<file path="src/hdl/cbts_pkg.sv">
// ----------------------------------------------------------------------------
// cbts_pkg
// Shared constants, types and helpers of the CAN bit timing search block.
// ----------------------------------------------------------------------------
`default_nettype none

package cbts_pkg;

  localparam int unsigned CLK_W        = 32;
  localparam int unsigned RATE_W       = 20;
  localparam int unsigned PRESC_W      = 30;
  localparam int unsigned SEG1_W       = 4;
  localparam int unsigned SEG2_W       = 3;
  localparam int unsigned SJW_W        = 2;
  localparam int unsigned APB_DATA_W   = 32;
  localparam int unsigned APB_ADDR_W   = 3;

  localparam int unsigned MAX_QUANTA   = 25;
  localparam int unsigned MIN_QUANTA   = 4;
  localparam int unsigned QUANTA_W     = $clog2(MAX_QUANTA + 1);

  localparam int unsigned BITS_PER_CYC = 2;
  localparam int unsigned DIV_STEPS    = CLK_W / BITS_PER_CYC;
  localparam int unsigned DIV_CNT_W    = $clog2(DIV_STEPS);

  localparam logic [CLK_W-1:0]  CLK_RESET = 32'd36000000;
  localparam logic [SJW_W-1:0]  FIXED_SJW = 2'd2;
  localparam logic [0:0]        REG_CLOCK = 1'b0;

  typedef struct packed {
    logic              start;
    logic [CLK_W-1:0]  dividend;
    logic [RATE_W-1:0] divisor;
  } div_req_t;

  typedef struct packed {
    logic              done;
    logic [CLK_W-1:0]  quotient;
    logic [RATE_W-1:0] remainder;
  } div_rsp_t;

  // (n - 3) / 3 for n from 3 up to 26, as a multiply by 11 and a shift by 5.
  function automatic logic [SEG2_W-1:0] seg_two(input logic [QUANTA_W-1:0] n);
    logic [QUANTA_W-1:0]   x;
    logic [QUANTA_W+3:0]   prod;
    x    = n - QUANTA_W'(3);
    prod = (QUANTA_W + 4)'(x) * (QUANTA_W + 4)'(11);
    return prod[SEG2_W+4:5];
  endfunction

  function automatic logic [SEG1_W-1:0] seg_one(input logic [QUANTA_W-1:0] n);
    logic [QUANTA_W-1:0] x;
    x = n - QUANTA_W'(3);
    return SEG1_W'(x - QUANTA_W'(seg_two(n)));
  endfunction

endpackage

`default_nettype wire

</file>
<file path="src/hdl/cbts_divider.sv">
// ----------------------------------------------------------------------------
// cbts_divider
// Shared restoring divider, two quotient bits per cycle.
// ----------------------------------------------------------------------------
`default_nettype none

module cbts_divider (
  input  wire                  clk_i,
  input  wire                  rst_ni,
  input  wire cbts_pkg::div_req_t req_i,
  output cbts_pkg::div_rsp_t   rsp_o
);

  logic [cbts_pkg::CLK_W-1:0]     acc_q, acc_d;
  logic [cbts_pkg::RATE_W-1:0]    rem_q, rem_d;
  logic [cbts_pkg::RATE_W-1:0]    div_q;
  logic [cbts_pkg::DIV_CNT_W-1:0] cnt_q;
  logic                           busy_q;
  logic                           done_q;

  always_comb begin
    logic [cbts_pkg::RATE_W:0] trial;
    acc_d = acc_q;
    rem_d = rem_q;
    for (int i = 0; i < int'(cbts_pkg::BITS_PER_CYC); i++) begin
      trial = {rem_d, acc_d[cbts_pkg::CLK_W-1]};
      if (trial >= {1'b0, div_q}) begin
        rem_d = cbts_pkg::RATE_W'(trial - {1'b0, div_q});
        acc_d = {acc_d[cbts_pkg::CLK_W-2:0], 1'b1};
      end else begin
        rem_d = trial[cbts_pkg::RATE_W-1:0];
        acc_d = {acc_d[cbts_pkg::CLK_W-2:0], 1'b0};
      end
    end
  end

  always_ff @(posedge clk_i or negedge rst_ni) begin
    if (!rst_ni) begin
      busy_q <= 1'b0;
      done_q <= 1'b0;
      cnt_q  <= '0;
    end else begin
      done_q <= 1'b0;
      if (req_i.start) begin
        busy_q <= 1'b1;
        cnt_q  <= '0;
      end else if (busy_q) begin
        cnt_q <= cnt_q + 1'b1;
        if (cnt_q == cbts_pkg::DIV_CNT_W'(cbts_pkg::DIV_STEPS - 1)) begin
          busy_q <= 1'b0;
          done_q <= 1'b1;
        end
      end
    end
  end

  always_ff @(posedge clk_i) begin
    if (req_i.start) begin
      acc_q <= req_i.dividend;
      rem_q <= '0;
      div_q <= req_i.divisor;
    end else if (busy_q) begin
      acc_q <= acc_d;
      rem_q <= rem_d;
    end
  end

  assign rsp_o.done      = done_q;
  assign rsp_o.quotient  = acc_q;
  assign rsp_o.remainder = rem_q;

endmodule

`default_nettype wire

</file>
<file path="src/hdl/cbts_cfg.sv">
// ----------------------------------------------------------------------------
// cbts_cfg
// APB register file holding the peripheral clock frequency.
// ----------------------------------------------------------------------------
`default_nettype none

module cbts_cfg (
  input  wire                                clk_i,
  input  wire                                rst_ni,
  input  wire                                psel,
  input  wire                                penable,
  input  wire                                pwrite,
  input  wire  [cbts_pkg::APB_ADDR_W-1:0]    paddr,
  input  wire  [cbts_pkg::APB_DATA_W-1:0]    pwdata,
  output logic [cbts_pkg::APB_DATA_W-1:0]    prdata,
  output logic                               pready,
  output logic [cbts_pkg::CLK_W-1:0]         clock_hz_o
);

  logic [cbts_pkg::CLK_W-1:0] clock_q;
  logic                       sel_clock;

  assign sel_clock = (paddr[2] == cbts_pkg::REG_CLOCK);
  assign pready    = 1'b1;

  always_ff @(posedge clk_i or negedge rst_ni) begin
    if (!rst_ni) begin
      clock_q <= cbts_pkg::CLK_RESET;
    end else if (psel && penable && pwrite && sel_clock) begin
      clock_q <= pwdata;
    end
  end

  always_comb begin
    prdata = '0;
    if (sel_clock) begin
      prdata = clock_q;
    end
  end

  assign clock_hz_o = clock_q;

endmodule

`default_nettype wire

</file>
<file path="src/hdl/can_bit_timing_search.sv">
// ----------------------------------------------------------------------------
// can_bit_timing_search
// Derives CAN bit timing settings for a requested bit rate.
// ----------------------------------------------------------------------------
// A bit rate beat on the input stream starts one search: the peripheral clock
// register is divided by the rate, then quanta counts from 25 down to 4 are
// tried and the count with the smallest remainder wins, an exact fit ending
// the search at once. All divides run on one shared restoring divider that
// retires two bits per cycle. A full search runs 22 trials; a stalled result
// beat holds the next search in its final state until it is taken. The input
// is not ready while a search runs. A zero clock or rate, no usable count,
// or a zero prescaler sets the error flag in tuser.
`default_nettype none

module can_bit_timing_search (
  input  wire         clk_i,
  input  wire         rst_ni,
  // APB configuration port.
  input  wire         psel,
  input  wire         penable,
  input  wire         pwrite,
  input  wire  [2:0]  paddr,
  input  wire  [31:0] pwdata,
  output logic [31:0] prdata,
  output logic        pready,
  // Input stream.
  input  wire         s_axis_tvalid,
  output logic        s_axis_tready,
  input  wire  [23:0] s_axis_tdata,   // [19:0] bit_rate, [23:20] zero
  // Result stream.
  output logic        m_axis_tvalid,
  input  wire         m_axis_tready,
  // [29:0] prescaler_minus_one, [33:30] segment_one, [36:34] segment_two,
  // [38:37] jump_width, [39] zero
  output logic [39:0] m_axis_tdata,
  output logic [0:0]  m_axis_tuser    // [0] timing_error
);

  localparam logic [2:0] ST_IDLE  = 3'd0;
  localparam logic [2:0] ST_TOTAL = 3'd1;
  localparam logic [2:0] ST_MODST = 3'd2;
  localparam logic [2:0] ST_MOD   = 3'd3;
  localparam logic [2:0] ST_FIN   = 3'd4;

  logic [2:0]                          state_q;
  logic [cbts_pkg::CLK_W-1:0]          clock_hz;
  logic [cbts_pkg::CLK_W-1:0]          total_q;
  logic [cbts_pkg::RATE_W-1:0]         best_rem_q;
  logic [cbts_pkg::QUANTA_W-1:0]       n_q;
  logic [cbts_pkg::QUANTA_W-1:0]       chosen_q;
  logic [cbts_pkg::PRESC_W-1:0]        best_quo_q;
  logic                                found_q;
  logic                                out_valid_q;
  logic [cbts_pkg::PRESC_W-1:0]        presc_q;
  logic [cbts_pkg::SEG1_W-1:0]         seg1_q;
  logic [cbts_pkg::SEG2_W-1:0]         seg2_q;
  logic                                err_q;
  logic [cbts_pkg::RATE_W-1:0]         rate;
  logic                                in_beat;
  logic                                out_free;
  cbts_pkg::div_req_t                  div_req;
  cbts_pkg::div_rsp_t                  div_rsp;

  cbts_cfg u_cfg (
    .clk_i      (clk_i),
    .rst_ni     (rst_ni),
    .psel       (psel),
    .penable    (penable),
    .pwrite     (pwrite),
    .paddr      (paddr),
    .pwdata     (pwdata),
    .prdata     (prdata),
    .pready     (pready),
    .clock_hz_o (clock_hz)
  );

  cbts_divider u_div (
    .clk_i  (clk_i),
    .rst_ni (rst_ni),
    .req_i  (div_req),
    .rsp_o  (div_rsp)
  );

  assign rate          = s_axis_tdata[cbts_pkg::RATE_W-1:0];
  assign s_axis_tready = (state_q == ST_IDLE);
  assign in_beat       = s_axis_tvalid && s_axis_tready;
  assign out_free      = !out_valid_q || m_axis_tready;

  always_comb begin
    div_req.start    = 1'b0;
    div_req.dividend = clock_hz;
    div_req.divisor  = rate;
    if (state_q == ST_IDLE) begin
      div_req.start = in_beat && (clock_hz != '0) && (rate != '0);
    end else begin
      div_req.start    = (state_q == ST_MODST);
      div_req.dividend = total_q;
      div_req.divisor  = {{(cbts_pkg::RATE_W - cbts_pkg::QUANTA_W){1'b0}}, n_q};
    end
  end

  always_ff @(posedge clk_i or negedge rst_ni) begin
    if (!rst_ni) begin
      state_q     <= ST_IDLE;
      found_q     <= 1'b0;
      out_valid_q <= 1'b0;
    end else begin
      if ((state_q == ST_FIN) && out_free) begin
        out_valid_q <= 1'b1;
      end else if (m_axis_tready) begin
        out_valid_q <= 1'b0;
      end
      case (state_q)
        ST_IDLE: begin
          if (in_beat) begin
            found_q <= 1'b0;
            if (div_req.start) begin
              state_q <= ST_TOTAL;
            end else begin
              state_q <= ST_FIN;
            end
          end
        end
        ST_TOTAL: begin
          if (div_rsp.done) begin
            state_q <= ST_MODST;
          end
        end
        ST_MODST: begin
          state_q <= ST_MOD;
        end
        ST_MOD: begin
          if (div_rsp.done) begin
            if (div_rsp.remainder == '0) begin
              found_q <= 1'b1;
              state_q <= ST_FIN;
            end else begin
              if (div_rsp.remainder < best_rem_q) begin
                found_q <= 1'b1;
              end
              if (n_q == cbts_pkg::QUANTA_W'(cbts_pkg::MIN_QUANTA)) begin
                state_q <= ST_FIN;
              end else begin
                state_q <= ST_MODST;
              end
            end
          end
        end
        ST_FIN: begin
          if (out_free) begin
            state_q <= ST_IDLE;
          end
        end
        default: begin
          state_q <= ST_IDLE;
        end
      endcase
    end
  end

  always_ff @(posedge clk_i) begin
    case (state_q)
      ST_IDLE: begin
        best_rem_q <= rate;
      end
      ST_TOTAL: begin
        if (div_rsp.done) begin
          total_q <= div_rsp.quotient;
          n_q     <= cbts_pkg::QUANTA_W'(cbts_pkg::MAX_QUANTA);
        end
      end
      ST_MOD: begin
        if (div_rsp.done) begin
          if ((div_rsp.remainder == '0) || (div_rsp.remainder < best_rem_q)) begin
            best_rem_q <= div_rsp.remainder;
            chosen_q   <= n_q;
            best_quo_q <= div_rsp.quotient[cbts_pkg::PRESC_W-1:0];
          end
          n_q <= n_q - 1'b1;
        end
      end
      ST_FIN: begin
        if (out_free) begin
          if (!found_q || (best_quo_q == '0)) begin
            presc_q <= '0;
            seg1_q  <= '0;
            seg2_q  <= '0;
            err_q   <= 1'b1;
          end else begin
            presc_q <= best_quo_q - 1'b1;
            seg1_q  <= cbts_pkg::seg_one(chosen_q);
            seg2_q  <= cbts_pkg::seg_two(chosen_q);
            err_q   <= 1'b0;
          end
        end
      end
      default: begin
      end
    endcase
  end

  assign m_axis_tvalid = out_valid_q;
  assign m_axis_tdata  = {1'b0, cbts_pkg::FIXED_SJW, seg2_q, seg1_q, presc_q};
  assign m_axis_tuser  = err_q;

endmodule

`default_nettype wire

</file>
<file path="config.mk">
export PLATFORM = sky130hd
export DESIGN_NAME = can_bit_timing_search
export DESIGN_NICKNAME = d
export VERILOG_FILES = /design/src/hdl/cbts_pkg.sv /design/src/hdl/cbts_divider.sv /design/src/hdl/cbts_cfg.sv /design/src/hdl/can_bit_timing_search.sv
export SDC_FILE = /design/constraint.sdc
export NUM_CORES = 1
export LEC_CHECK = 0
export BUFFER_PORTS_ARGS = -buffer_cell sky130_fd_sc_hd__buf_2
export CAP_MARGIN = 15
export CORE_MARGIN = 8
export CORE_UTILIZATION = 60
export CTS_CLUSTER_SIZE = 24
export DETAILED_ROUTE_END_ITERATION = 6
export PLACE_DENSITY_LB_ADDON = 0.3
export SYNTH_ARGS = -nofsm -noshare
export SYNTH_HDL_FRONTEND = slang
export SYNTH_SLANG_ARGS = --single-unit
</file>
<file path="constraint.sdc">
create_clock -name clk_i -period 6.8 [get_ports clk_i]
set_input_delay 1.36 -clock clk_i [delete_from_list [all_inputs] [get_ports clk_i]]
set_output_delay 1.36 -clock clk_i [all_outputs]
set_load 0.1 [all_outputs]
</file>
==> flow_summary.ini, run 1 <==
[run_status]
outcome = finished, final reports clean

[yosys]
synthesis.area_um2 = 13500
synth_edf_count = 182
synth_warnings = 0
synth-seq-area-share = 0.515
ys_async_sr_fraction = 0.176
netlist_instances = 1279
syn_avg_cell_area_um2 = 10.5
ys_ff_latch = 245
synth_ff_type = edfxtp_1
synth_cell_types = 75

[min_path]
hold_path_depth = 0
hold_path.startpoint = u_div.acc_q[21]
hold_end = total_q[21]
min_path_type = reg2reg

[sta]
maxSlewHeadroom = 0.215
drv_slew = 0
setup_violations = 0
tightest_slew_ps = 1180
hold_viol = 0
fin_crit_ps = 6140
skew_ps = 18.3
setup_ws_ps = 664
period_share = 0.902
tns_ps = 0
rsz0062_at_grt = false
hold_ws_ps = 484
fmax_ghz = 0.163

[power]
p_leak_uw = 0.00630
p_seq_frac = 0.300
clkPwrFrac = 0.162
swShare = 0.420
vdd_drop_max_mv = 0.328
internal_power_uw = 4680
cellPowerDensity_nw_per_um2 = 534
pwr-share-comb = 0.539
power_switching_uw = 3400

[clocking]
cts_tree = yes
clock_tree.root_cell = clkbuf_16
clk_latency_ps = 540
cts_num_sinks = 245
hold_buffers = 0
path_clk_slew_ps = 70
cts_setup_buffers = 0
cts_buffers = 25
cts_max_level = 1
cts_resized = 0
clock_path_buffers = 3

[global_route]
globalRoute.totalOverflow = 0
grt_max_degree = 109
grt.total_usage = 0.228
grt_pass1_vias = 10000
grt_first_pass_wirelength_um = 51900
antenna_found_initial = 0

[critical_path]
max_stage_delay_ps = 660
cp_data_arrival_time_ps = 6580
cp_cell_sequence = ha_1 > a221oi_1 > o211ai_1 > a221oi_1 > nand3_1 > nand2_1 > buf_4 > mux2i_1 > ha_1 > nor2b_1 > o31a_1 > o21ai_1 > a211oi_1 > o41a_1 > or2_1 > a31o_2 > a211oi_1
crit_fanout = 20
reg2reg_depth = 17
critical_path_depth = 17
cpLargestDelayFamily = compound AO/OA/AOI/OAI gates
r2r-start = u_div.rem_q[11]
ff2ff_setup_slack_ps = 660
cpMaxStageDelayCell = or2_1
worst_r2r_endpoint = u_div.rem_q[19]
path_buf_inv = 1
crit_required_ps = 7250
worstSetupStartpointType = flop
worstSetupPathType = reg2reg
end_kind = flop

[route]
avgRoutedWirePerCell_um = 18.7
drt_wl_total_um = 31900
drcViolationCount = 0
dr_total_vias = 10100
drtPass1Iterations = 6
ant_nets = 0
drt_iter0_drc = 957
vias_per_cell = 5.91

[finish]
instances_no_fill = 1703
layout-drive-gt1-share = 0.175
nets = 1548
diodes = 0
synthToLayoutAreaGrowth_pct = 12.2

[floorplanning]
floorplan.rows = 55
dieArea_um2 = 27500
die_w_um = 166
start_util = 0.603
core_area_um2 = 22400
io_pins = 142
die_y_um = 166

[placement]
io_buffers = 131
dp_hpwl_um = 22900
dp.cells = 1657
place_ws_ps = 705
gp_congestion = 0.931

[flow_run]
maxCapViolCount = 0
cell families (layout without fill, tap and decap cells):
group	Yosys count	count (layout)	synth area share
simple gates	486	486	0.166
mux	65	65	0.0527
buf+inv	116	253	0.0355
flops	245	245	0.515
xor+xnor	70	70	0.0454
fa+ha+maj	83	83	0.0792
compound gates	212	212	0.106
other cells	2	4	0.000557
stage by stage:
stage | util | cell area (um2) | total power [uW]
after floorplan | - | 13500 | 5800
after global placement | 0.642 | 14400 | 6580
after detailed placement | 0.642 | 14400 | 6710
after CTS | 0.677 | 15100 | 8060
after global routing | 0.677 | 15100 | 8670
final | 0.677 | 15100 | 8080
state kept, by name, indices dropped and copies added, names as in the netlist:
name and cells:
chosen_q 5, total_q 32, best_rem_q 20, m_axis_tvalid 1, seg2_q 3, u_div.cnt_q 4, u_div.rem_q 20, found_q 1
u_div.div_q 20, state_q 3, n_q 5, u_cfg.clock_hz_o 32, m_axis_tuser 1, u_div.busy_q 1, u_div.acc_q 32, seg1_q 4
u_div.done_q 1, best_quo_q 30, presc_q 30
worst max-delay path by stage:
stage | from | end | slack [ps]
after floorplan | u_div.div_q[12] | u_div.rem_q[19] | 1780
after global placement | u_div.rem_q[9] | u_div.rem_q[19] | 830
after detailed placement | u_div.rem_q[11] | u_div.rem_q[19] | 700
after CTS | u_div.rem_q[11] | u_div.rem_q[19] | 670
after global routing | u_div.rem_q[11] | u_div.rem_q[19] | 190
final | u_div.rem_q[11] | u_div.rem_q[19] | 660
per-layer routing:
| layer | vias to the layer above | global-route usage | share of wire | routed length, um |
|---|---|---|---|---|
| met2 | 395 | 0.372 | 0.47 | 14900 |
| met3 | 53 | 0.0395 | 0.076 | 2410 |
| li1 | 4825 | - | - | - |
| met4 | 0 | 0.0656 | 0.025 | 784 |
| met1 | 4794 | 0.309 | 0.43 | 13800 |
| met5 | - | 0 | 0 | 0 |
cell usage in the layout, fill, tap and decap left out, types with 20 or more instances in the layout:
master	instances
inv_1	62
nand2_1	192
a31oi_1	37
xnor2_1	46
clkbuf_16	25
xor2_1	24
mux2_2	48
a21oi_1	50
nor2b_1	41
dfrtp_1	36
ha_1	79
o21ai_0	22
a211oi_1	21
buf_2	131
edfxtp_1	182
dfxtp_1	20
nor4_1	26
nor2_1	131
cell usage after synthesis, drive strengths merged (11+ instances only):
master,instances,area (um2)
a211oi,21,158
a21o,19,143
a21oi,50,250
a31oi,37,231
and2,18,113
buf,13,92.6
clkbuf,39,146
dfrtp,36,901
dfxtp,20,400
edfxtp,182,5470
ha,79,988
inv,63,236
mux2,48,541
mux2i,17,170
nand2,193,727
nand3,12,60.1
nand4,11,68.8
nor2,131,492
nor2b,42,263
nor3,18,90.1
nor4,27,184
o21ai,23,115
xnor2,46,403
xor2,24,210
worst register-to-register path: cells and delay by family (launching register included):
family / cells / cell delay, ps
multiplexers: 1 / 370
AND/OR/NAND/NOR: 4 / 1400
buffers and inverters: 1 / 330
flip-flops: 1 / 450
AO/OA/AOI/OAI: 9 / 2850
adder cells (fa/ha/maj): 2 / 670
cell type report:
| class | instances | area, um2 |
|---|---|---|
| fillers | 1700 | 7230 |
| flip-flops and latches | 245 | 6950 |
| multi-input cells | 920 | 6080 |
| repair buffers | 143 | 746 |
| clock buffers | 36 | 677 |
| well taps | 285 | 357 |
| inverters | 64 | 240 |
| clock inverters | 10 | 92.6 |
power by group through the flow:
stage	Combinational (uW)	Clock, uW	Sequential [uW]
final	4350	1310	2420
after global routing	4830	1380	2450
after CTS	4330	1320	2410
after detailed placement	4280	0	2440
after global placement	4160	0	2420
after floorplan	3510	0	2290
(Power assumes the default switching activity.)
==> run 2, diff against run 1 <==
--- a/config.mk
+++ b/config.mk
@@ -5,7 +5,7 @@
 export SDC_FILE = /design/constraint.sdc
 export NUM_CORES = 1
 export LEC_CHECK = 0
-export BUFFER_PORTS_ARGS = -buffer_cell sky130_fd_sc_hd__buf_2
+export BUFFER_PORTS_ARGS = -buffer_cell sky130_fd_sc_hd__buf_4
 export CAP_MARGIN = 15
 export CORE_MARGIN = 8
 export CORE_UTILIZATION = 60
==> run 2 against run 1 <==
Compared with the run above: count of clock-buffer cells in the layout shrank 5; die area is the same; clock skew shrank 2.2 ps; sequential share of layout area shrank 1.3 points; highest routed layer unchanged.
==> flow_summary.ini, run 2 (synthesis gave the netlist of run 1 again) <==
[critical_path]
path_buf_inv = 1
max_stage_delay_ps = 650
cpLargestDelayFamily = compound AO/OA/AOI/OAI gates
crit_required_ps = 7230
worstSetupStartpointType = flop
cp_cell_sequence = ha_1 > a221oi_1 > o211ai_1 > a221oi_1 > nand3_1 > nand2_1 > buf_4 > mux2i_1 > ha_1 > nor2b_1 > o31a_1 > o21ai_1 > a211oi_1 > o41a_1 > or2_1 > mux2i_1 > a211oi_1
end_kind = flop
worstSetupPathType = reg2reg
cp_data_arrival_time_ps = 6400
cpMaxStageDelayCell = or2_1
crit_fanout = 20

[sta]
tns_ps = 0
period_share = 0.879
fin_crit_ps = 5980
rsz0062_at_grt = false
setup_violations = 0
fmax_ghz = 0.167
skew_ps = 16.1
hold_viol = 0
drv_slew = 0
tightest_slew_ps = 1160
maxSlewHeadroom = 0.226

[run_status]
outcome = finished, final reports clean

[global_route]
grt_max_degree = 76
grt_first_pass_wirelength_um = 53100
grt.total_usage = 0.235
antenna_found_initial = 0
globalRoute.totalOverflow = 0
grt_pass1_vias = 10100

[placement]
io_buffers = 131
gp_congestion = 0.911
dp_hpwl_um = 23400

[power]
p_leak_uw = 0.00645
cellPowerDensity_nw_per_um2 = 531
fin_total_pwr_uw = 8270
vdd_drop_max_mv = 0.378

[flow_run]
maxCapViolCount = 0

[finish]
fillers = 1650
multiInputGateArea_um2 = 6080
layout-drive-gt1-share = 0.180
final_cell_mix = nand2_1, edfxtp_1, buf_4, nor2_1, ha_1
regArea_um2 = 6950
diodes = 0
final_common_cell = nand2_1
nets = 1548
synthToLayoutAreaGrowth_pct = 15.5

[clocking]
cts_setup_buffers = 0
clock_path_buffers = 3
cts_buffers = 26
hold_buffers = 0
cts_resized = 0
clock_tree.root_cell = clkbuf_16
cts_max_level = 1
path_clk_slew_ps = 60
cts_tree = yes
cts_num_sinks = 245
clk_latency_ps = 530

[route]
dr_total_vias = 10100
vias_per_cell = 5.92
avgRoutedWirePerCell_um = 19.2
drtPass1Iterations = 6
drt_iter0_drc = 1039
ant_nets = 0
drcViolationCount = 0
drt_wl_total_um = 32700

[floorplanning]
die_y_um = 166
dieArea_um2 = 27500
die_w_um = 166
io_pins = 142
core_area_um2 = 22400
start_util = 0.603
floorplan.rows = 55

[min_path]
min_path_type = reg2reg
==> run 2: metrics by stage <==
step / instances / hold WS [ps] / area, um2 / setup WS (ps) / utilization
6_report: 1704 / 493 / 15600 / 824 / 0.696
5_1_grt: 1704 / 500 / 15600 / 318 / 0.696
4_1_cts: 1704 / 489 / 15600 / 880 / 0.696
3_5_place_dp: 1656 / 470 / 14700 / 902 / 0.657
3_3_place_gp: 1656 / 460 / 14700 / 956 / 0.657
2_1_floorplan: 1281 / 426 / 13500 / 1780 / -
==> run 2: path summary, 6_finish.rpt <==
kind | endpoint | cells after the start | slack, ps | from
min in group asynchronous | u_cfg.clock_hz_o[9] | 1 | 840 | rst_ni
worst min register to register | total_q[16] | 0 | 490 | u_div.acc_q[16]
worst max register to register | u_div.rem_q[10] | 17 | 820 | u_div.rem_q[9]
max in group asynchronous | found_q | 1 | 5540 | rst_ni
worst max-delay path | u_div.rem_q[10] | 17 | 820 | u_div.rem_q[9]
worst min-delay path | total_q[16] | 0 | 490 | u_div.acc_q[16]
==> run 2: cell type report <==
cell class | count | area share
flip-flops and latches | 245 | 0.446
multi-input cells | 920 | 0.390
clock buffers | 31 | 0.0457
well taps | 285 | 0.0229
clock inverters | 17 | 0.0112
inverters | 64 | 0.0154
repair buffers | 142 | 0.0684
==> run 2: report_power, final <==
group | switching, uW | total [uW] | internal, uW | leakage, uW
clock | 593 | 1460 | 866 | 0.000437
sequential | 332 | 2420 | 2090 | 0.00235
combinational | 2510 | 4390 | 1880 | 0.00365
total | 3440 | 8270 | 4830 | 0.00645
==> run 2: routing by layer <==
metal,part of all wire,GRT usage,wire [um]
met5,0,0,0
met4,0.027,0.0739,890
met3,0.081,0.0459,2670
met2,0.47,0.386,15500
met1,0.42,0.310,13700
